$ cat src/rtl/lsfp_pkg.sv
// Shared types and constants for the line sensor frame parser.
// Used by lsfp_core and line_sensor_frame_parser; depends on nothing else.
package lsfp_pkg;

  // Frame geometry.
  localparam int unsigned CHANNELS    = 8;
  localparam int unsigned MAX_FRAME   = 64;
  localparam int unsigned FRAME_LEN_W = 7;
  localparam int unsigned PAIR_W      = 4;

  // Configuration register reset values.
  localparam logic [15:0] RETRY_PERIOD_RST  = 16'd100;
  localparam logic [7:0]  TIMEOUT_TICKS_RST = 8'd20;

  // Configuration register indexes, taken from paddr[2].
  localparam logic REG_RETRY_PERIOD  = 1'b0;
  localparam logic REG_TIMEOUT_TICKS = 1'b1;

  // Protocol characters.
  localparam logic [7:0] CH_DOLLAR = 8'h24;
  localparam logic [7:0] CH_D      = 8'h44;
  localparam logic [7:0] CH_COLON  = 8'h3A;
  localparam logic [7:0] CH_HASH   = 8'h23;
  localparam logic [7:0] CH_ZERO   = 8'h30;
  localparam logic [7:0] CH_ONE    = 8'h31;

  // Item kind.
  typedef enum logic {
    OP_BYTE = 1'b0,
    OP_TICK = 1'b1
  } lsfp_op_t;

  // One result transaction.
  typedef struct packed {
    logic [7:0]  sensor_mask;
    logic        mask_valid;
    logic        frame_accepted;
    logic        resend_config;
    logic [31:0] bytes_received;
    logic [31:0] frames_accepted;
  } lsfp_result_t;

endpackage

$ cat src/rtl/lsfp_core.sv
// Parser state and per-item update logic for the line sensor frame parser.
// Depends on lsfp_pkg; the result is combinational and registered by the top level.
module lsfp_core
  import lsfp_pkg::*;
(
  input  logic               clk,
  input  logic               rst,
  input  logic               step,
  input  lsfp_op_t           op,
  input  logic [7:0]         rx_byte,
  input  logic [15:0]        retry_period,
  input  logic [7:0]         timeout_ticks,
  output lsfp_result_t       result
);

  // State registers.
  logic [7:0]             mask_reg,      mask_reg_next;
  logic                   valid_flag,    valid_flag_next;
  logic [7:0]             age_count,     age_count_next;
  logic [15:0]            retry_count,   retry_count_next;
  logic [FRAME_LEN_W-1:0] frame_len,     frame_len_next;
  logic                   header_ok,     header_ok_next;
  logic                   colon_pending, colon_pending_next;
  logic [PAIR_W-1:0]      pair_count,    pair_count_next;
  logic [7:0]             partial_mask,  partial_mask_next;
  logic [31:0]            byte_total,    byte_total_next;
  logic [31:0]            frame_total,   frame_total_next;
  logic                   done;
  logic                   resend;

  // Next state for one byte or one tick.
  always_comb begin
    mask_reg_next      = mask_reg;
    valid_flag_next    = valid_flag;
    age_count_next     = age_count;
    retry_count_next   = retry_count;
    frame_len_next     = frame_len;
    header_ok_next     = header_ok;
    colon_pending_next = colon_pending;
    pair_count_next    = pair_count;
    partial_mask_next  = partial_mask;
    byte_total_next    = byte_total;
    frame_total_next   = frame_total;
    done               = 1'b0;
    resend             = 1'b0;

    unique case (op)
      OP_BYTE: begin
        byte_total_next = byte_total + 32'd1;
        if (rx_byte == CH_DOLLAR) begin
          // A dollar always opens a fresh frame.
          frame_len_next     = FRAME_LEN_W'(1);
          header_ok_next     = 1'b0;
          colon_pending_next = 1'b0;
          pair_count_next    = '0;
          partial_mask_next  = '0;
        end else if (frame_len == '0) begin
          // No frame open: the byte is only counted.
        end else if (frame_len >= FRAME_LEN_W'(MAX_FRAME)) begin
          frame_len_next = '0;
        end else begin
          frame_len_next = frame_len + FRAME_LEN_W'(1);
          if (frame_len == FRAME_LEN_W'(1)) begin
            header_ok_next     = (rx_byte == CH_D);
            colon_pending_next = 1'b0;
          end else if (colon_pending && (rx_byte == CH_ZERO || rx_byte == CH_ONE)) begin
            if (rx_byte == CH_ZERO && pair_count < PAIR_W'(8)) begin
              partial_mask_next = partial_mask | (8'd1 << pair_count[2:0]);
            end
            pair_count_next    = pair_count + PAIR_W'(1);
            colon_pending_next = 1'b0;
            done = header_ok && (pair_count_next >= PAIR_W'(CHANNELS));
          end else begin
            colon_pending_next = (rx_byte == CH_COLON);
          end

          // A completed frame latches the mask; a hash closes the frame.
          if (done) begin
            mask_reg_next    = partial_mask_next;
            valid_flag_next  = 1'b1;
            age_count_next   = '0;
            frame_total_next = frame_total + 32'd1;
            frame_len_next   = '0;
          end else if (rx_byte == CH_HASH) begin
            frame_len_next = '0;
          end
        end
      end
      OP_TICK: begin
        if (!valid_flag) begin
          // No data: count toward a resend request.
          retry_count_next = retry_count + 16'd1;
          if (retry_count_next >= retry_period) begin
            retry_count_next = '0;
            resend           = 1'b1;
          end
        end else if (age_count < timeout_ticks) begin
          // Valid data ages until the timeout drops it.
          age_count_next = age_count + 8'd1;
          if (age_count_next >= timeout_ticks) begin
            valid_flag_next  = 1'b0;
            mask_reg_next    = '0;
            retry_count_next = '0;
          end
        end
      end
      default: begin
      end
    endcase
  end

  // Result reflects the state after this item.
  always_comb begin
    result.sensor_mask     = mask_reg_next;
    result.mask_valid      = valid_flag_next;
    result.frame_accepted  = done;
    result.resend_config   = resend;
    result.bytes_received  = byte_total_next;
    result.frames_accepted = frame_total_next;
  end

  // State update, one item per step.
  always_ff @(posedge clk) begin
    if (rst) begin
      mask_reg      <= '0;
      valid_flag    <= 1'b0;
      age_count     <= '0;
      retry_count   <= '0;
      frame_len     <= '0;
      header_ok     <= 1'b0;
      colon_pending <= 1'b0;
      pair_count    <= '0;
      partial_mask  <= '0;
      byte_total    <= '0;
      frame_total   <= '0;
    end else if (step) begin
      mask_reg      <= mask_reg_next;
      valid_flag    <= valid_flag_next;
      age_count     <= age_count_next;
      retry_count   <= retry_count_next;
      frame_len     <= frame_len_next;
      header_ok     <= header_ok_next;
      colon_pending <= colon_pending_next;
      pair_count    <= pair_count_next;
      partial_mask  <= partial_mask_next;
      byte_total    <= byte_total_next;
      frame_total   <= frame_total_next;
    end
  end

endmodule

$ cat src/rtl/line_sensor_frame_parser.sv
// Line sensor frame parser: input register, parser core, result register, APB registers.
// Items pass the input register, then the result register; one per cycle unless stalled.
// The rate is set by the single parser update step in lsfp_core, done once per item.
// Synchronous active-high reset clears all parser state, counters and both stages,
// and loads retry_period with 100 and timeout_ticks with 20.
module line_sensor_frame_parser
  import lsfp_pkg::*;
(
  input  logic        clk,
  input  logic        rst,
  // Input channel
  input  logic        in_valid,
  output logic        in_stall,
  input  logic        op,
  input  logic [7:0]  rx_byte,
  // Output channel
  output logic        out_valid,
  input  logic        out_stall,
  output logic [7:0]  sensor_mask,
  output logic        mask_valid,
  output logic        frame_accepted,
  output logic        resend_config,
  output logic [31:0] bytes_received,
  output logic [31:0] frames_accepted,
  // Configuration port
  input  logic        psel,
  input  logic        penable,
  input  logic        pwrite,
  input  logic [2:0]  paddr,
  input  logic [31:0] pwdata,
  output logic [31:0] prdata,
  output logic        pready
);

  logic [15:0]  retry_period;
  logic [7:0]   timeout_ticks;
  logic         s1_valid;
  logic         s1_op;
  logic [7:0]   s1_byte;
  logic         advance;
  lsfp_result_t core_result;
  lsfp_result_t out_data;

  // Configuration registers.
  assign pready = 1'b1;

  always_ff @(posedge clk) begin
    if (rst) begin
      retry_period  <= RETRY_PERIOD_RST;
      timeout_ticks <= TIMEOUT_TICKS_RST;
    end else if (psel && penable && pwrite) begin
      unique case (paddr[2])
        REG_RETRY_PERIOD:  retry_period  <= pwdata[15:0];
        REG_TIMEOUT_TICKS: timeout_ticks <= pwdata[7:0];
        default: begin
        end
      endcase
    end
  end

  always_comb begin
    unique case (paddr[2])
      REG_RETRY_PERIOD:  prdata = {16'd0, retry_period};
      REG_TIMEOUT_TICKS: prdata = {24'd0, timeout_ticks};
      default:           prdata = '0;
    endcase
  end

  // The stage-one item moves on when the result register is free or being emptied.
  assign advance  = s1_valid && (!out_valid || !out_stall);
  assign in_stall = s1_valid && !advance;

  // Input register.
  always_ff @(posedge clk) begin
    if (rst) begin
      s1_valid <= 1'b0;
    end else if (!in_stall) begin
      s1_valid <= in_valid;
    end
  end

  always_ff @(posedge clk) begin
    if (in_valid && !in_stall) begin
      s1_op   <= op;
      s1_byte <= rx_byte;
    end
  end

  // Parser core, updated as the item leaves stage one.
  lsfp_core u_core (
    .clk           (clk),
    .rst           (rst),
    .step          (advance),
    .op            (lsfp_op_t'(s1_op)),
    .rx_byte       (s1_byte),
    .retry_period  (retry_period),
    .timeout_ticks (timeout_ticks),
    .result        (core_result)
  );

  // Result register.
  always_ff @(posedge clk) begin
    if (rst) begin
      out_valid <= 1'b0;
    end else if (advance) begin
      out_valid <= 1'b1;
    end else if (!out_stall) begin
      out_valid <= 1'b0;
    end
  end

  always_ff @(posedge clk) begin
    if (advance) begin
      out_data <= core_result;
    end
  end

  assign sensor_mask     = out_data.sensor_mask;
  assign mask_valid      = out_data.mask_valid;
  assign frame_accepted  = out_data.frame_accepted;
  assign resend_config   = out_data.resend_config;
  assign bytes_received  = out_data.bytes_received;
  assign frames_accepted = out_data.frames_accepted;

  // A completed frame always leaves valid data behind.
  a_frame_sets_valid: assert property (@(posedge clk) disable iff (rst)
    out_valid && frame_accepted |-> mask_valid)
    else $error("frame accepted without valid mask");

  // A resend request only happens while there is no valid data.
  a_resend_no_valid: assert property (@(posedge clk) disable iff (rst)
    out_valid && resend_config |-> !mask_valid && !frame_accepted)
    else $error("resend requested with valid data or accepted frame");

  // Invalid data always reads as an empty mask once it times out or before any frame.
  a_invalid_mask_zero: assert property (@(posedge clk) disable iff (rst)
    out_valid && !mask_valid |-> sensor_mask == 8'd0)
    else $error("mask not cleared while invalid");

  // Stage one only holds off the input while it has an item it cannot pass on.
  a_stall_cause: assert property (@(posedge clk) disable iff (rst)
    in_stall |-> s1_valid && out_valid && out_stall)
    else $error("input stalled without a blocked result");

endmodule
$ cat config.mk
export PLATFORM = sky130hd
export DESIGN_NAME = line_sensor_frame_parser
export DESIGN_NICKNAME = d
export VERILOG_FILES = /design/src/rtl/lsfp_pkg.sv /design/src/rtl/lsfp_core.sv /design/src/rtl/line_sensor_frame_parser.sv
export SDC_FILE = /design/constraint.sdc
export NUM_CORES = 1
export LEC_CHECK = 0
export ABC_AREA = 1
export BUFFER_PORTS_ARGS = -buffer_cell sky130_fd_sc_hd__buf_2
export CAP_MARGIN = 20
export CORE_UTILIZATION = 30
export DETAILED_ROUTE_END_ITERATION = 8
export PLACE_DENSITY = 0.51
export SLEW_MARGIN = 15
export SYNTH_ARGS = -nofsm -noshare
export SYNTH_HDL_FRONTEND = slang
export SYNTH_SLANG_ARGS = --single-unit
$ cat constraint.sdc
create_clock -name clk -period 4.65 [get_ports clk]
set_input_delay 0.465 -clock clk [delete_from_list [all_inputs] [get_ports clk]]
set_output_delay 0.465 -clock clk [all_outputs]
set_load 0.005 [all_outputs]
==> results_dict.tcl <==
set metrics [dict create \
    drive_gt1_frac 0.1288 \
    cts.sinks 228 \
    grt_setup_unrepaired "no" \
    cts-root-buf "clkbuf_16" \
    drc 0 \
    start_util 0.3037 \
    dpl.hpwl_um 22200 \
    worstMarginPinSlew_ns 1.031 \
    rows 75 \
    postSynthCellCount 1738 \
    core_um2 41850 \
    nNetsFinal 1938 \
    finalSetupTns_ns 0 \
    worst_slack_ns 1.325 \
    overflow 0 \
    finish.utilization 0.3485 \
    finalSetupViolCount 0 \
    finish.instance_area_um2 14590 \
    crit_chain "ha_1 > nand2_1 > inv_1 > nand2_1 > nor2_1 > nand2_1 > o21ai_0 > and2_1 > ha_1 > nand2_1 > inv_1 > nand3_1 > inv_1 > a21oi_2 > nand3_1 > nor2_1 > nor2_1 > nor2_1" \
    dp_slack_ns 1.293 \
    grt_pass1_wl_um 51350 \
    vias_per_cell 4.552 \
    worst_ep_arrival_time_ns 3.79 \
    grtUsageTotal 0.1434 \
    finClkSkew_ns 0.02281 \
    path_delay_family "simple AND/OR/NAND/NOR gates" \
    worstPathMaxFanout 10 \
    yosys_warnings 0 \
    slowest_delay_ns 0.40 \
    powerDensity_nw_per_um2 331.0 \
    clk_pin_slew_ns 0.06 \
    routed-via-count 10930 \
    relSlewSlack 0.3102 \
    die_area_um2 43200 \
    ir_drop_uv 221.6 \
    fin_cells 2402 \
    drv_slew 0 \
    wl_per_cell_um 12.96 \
    max_freq_mhz 300.7 \
    critPathLaunchType "flop" \
    p_leak_nw 6.870 \
    cp.buffers_inverters 3 \
    seq_area_frac_synth 0.4252 \
    drv_cap 0 \
    ys_types 51 \
    die_width_um 207.9 \
    slowest_stage "dfxtp_1" \
    clk_path_buf_depth 3 \
    drt_first_pass_iters 5 \
    die_h_um 207.9 \
    status "completed" \
    hold_buffers 0 \
    cts_buffers 27 \
    place.gp.congestion 0.8126 \
    wl_um 31130 \
    io_pins 161 \
    syn_to_final_growth_pct 14.73 \
    cts_resized 0 \
    syn_area_per_cell_um2 7.314 \
    finalHoldViolations 0 \
    hold_path.class "input port to flop" \
    cts_setup_buffers 0 \
    cts_tree "done" \
    ys_seq_elements 228 \
    antenna_found_initial 0 \
    drt_iter0_drc 458 \
    ant_nets 0 \
    crit_type "flop to flop" \
    grt_pass1_vias 10290 \
    grt_max_degree 80 \
    finalCritPeriodShare 0.7151 \
    clock_latency_ns 0.55 \
    port_buffers 125 \
    htreeDepth 1 \
    cp-end-kind "flop" \
    cp.required_ns 5.11 \
    n_antenna_cell 0 \
    mappedNetlistArea_um2 12710 \
    place_inst 2352 \
    min_period_ns 3.325 \
    placed_area_um2 13720 \
]
[metrics by stage]
| step | power, mW | hold slack, ns |
|---|---|---|
| final | 4.828 | 0.09802 |
| after detailed placement | 2.815 | 0.4754 |
| after floorplan | 2.655 | 0.4500 |
| after global placement | 2.800 | 0.4691 |
| after CTS | 4.918 | 0.06253 |
| after global routing | 5.074 | 0.08326 |
[report_power, final]
| group | leakage, nW | switching, mW | internal (mW) |
|---|---|---|---|
| sequential | 1.98 | 0.0765 | 2.19 |
| clock | 0.424 | 0.864 | 1.20 |
| combinational | 4.46 | 0.330 | 0.172 |
[cell usage in the layout, fill, tap and decap left out, types with 3 or more instances in the layout]
cell and count:
nand2_1 370, clkbuf_16 27, clkbuf_8 4, nor2_1 175, a211oi_1 3, clkinv_1 3, nand2_4 3, o21ai_0 82
inv_2 3, xor2_1 33, a21o_1 3, dfxtp_1 144, nand2_2 34, nand3_1 125, nand4_1 42, buf_4 8
buf_2 125, conb_1 17, clkbuf_1 7, nor2_2 5, o21ai_1 15, a21oi_1 127, inv_1 293, clkinv_2 5
nor3_1 34, ha_1 45, nor2_4 6, nor4_1 4, edfxtp_1 84, or2_2 3
[logic make-up (layout without fill, tap and decap cells)]
kind of cell / after synthesis / in the layout / synth area share
buffers and inverters: 372 / 482 / 0.1209
and+or+nand+nor: 812 / 812 / 0.2840
other: 2 / 17 / 0.0005908
adders and majority gates: 45 / 45 / 0.04429
DFF: 228 / 228 / 0.4252
xor gates and xnor gates: 35 / 35 / 0.02411
AOI/OAI and AO/OA: 244 / 244 / 0.1010
[Yosys cell counts, drive strengths merged]
| cell type | count | share of area |
|---|---|---|
| dlygate4sd1 | 1 | 0.00069 |
| a21o | 3 | 0.0018 |
| nand2b | 1 | 0.00049 |
| buf | 34 | 0.020 |
| o22ai | 1 | 0.00049 |
| conb | 2 | 0.00059 |
| a21oi | 128 | 0.051 |
| o211a | 1 | 0.00079 |
| xnor2 | 2 | 0.0014 |
| nand4 | 42 | 0.021 |
| a31o | 1 | 0.00069 |
| edfxtp | 84 | 0.20 |
| nor3 | 35 | 0.015 |
| dfxtp | 144 | 0.23 |
| dlygate4sd3 | 1 | 0.00079 |
| and3 | 1 | 0.00049 |
| a211oi | 3 | 0.0018 |
| nand3b | 2 | 0.0012 |
| nor2 | 188 | 0.063 |
| a31oi | 2 | 0.00098 |
| a21boi | 1 | 0.00059 |
| o21a | 2 | 0.0012 |
| nand2 | 407 | 0.13 |
| o21ai | 100 | 0.041 |
| and2 | 2 | 0.00098 |
| nand3 | 127 | 0.051 |
| o21bai | 2 | 0.0012 |
| nor4 | 4 | 0.0020 |
| or2 | 3 | 0.0015 |
| inv | 297 | 0.088 |
| clkinv | 2 | 0.00059 |
| xor2 | 33 | 0.023 |
| clkbuf | 37 | 0.011 |
| ha | 45 | 0.044 |
[worst reg2reg max path: stages (launching register included)]
cell     delay [ns]
dfxtp_1        0.40
ha_1           0.20
nand2_1        0.08
inv_1          0.11
nand2_1        0.09
nor2_1         0.22
nand2_1        0.13
o21ai_0        0.20
and2_1         0.16
ha_1           0.22
nand2_1        0.07
inv_1          0.04
nand3_1        0.09
inv_1          0.07
a21oi_2        0.39
nand3_1        0.40
nor2_1         0.19
nor2_1         0.05
nor2_1         0.14
[metal layers]
layer / up-vias / share of wire / routed length [um] / GRT usage
met5: - / 0 / 0 / 0
met4: 0 / 0.017 / 531 / 0.03857
met3: 36 / 0.039 / 1203 / 0.01997
met2: 177 / 0.45 / 13920 / 0.2330
met1: 4962 / 0.50 / 15470 / 0.1987
li1: 5758 / - / - / -
[worst paths after layout]
| check | startpoint | endpoint | slack [ns] | cells after the start |
|---|---|---|---|---|
| setup / recovery | u_core.retry_count[0]$_SDFFE_PP0P_ | u_core.retry_count[12]$_SDFFE_PP0P_ | 1.32 | 18 |
| hold reg to reg | u_core.pair_count[3]$_SDFFE_PP0P_ | u_core.pair_count[3]$_SDFFE_PP0P_ | 0.49 | 2 |
| setup reg to reg | u_core.retry_count[0]$_SDFFE_PP0P_ | u_core.retry_count[12]$_SDFFE_PP0P_ | 1.32 | 18 |
| hold / removal | op | s1_op$_DFFE_PP_ | 0.1 | 1 |
[area by class of cell]
type / count / area [um2]
Clock buffer: 38 / 757.0
Clock inverter: 12 / 103.9
Fill cell: 4434 / 27270
Inverter: 299 / 1125
Multi-Input combinational cell: 1153 / 5834
Sequential cell: 228 / 5405
Tap cell: 539 / 674.4
Timing Repair Buffer: 133 / 685.7
(Power assumes the default switching activity.)
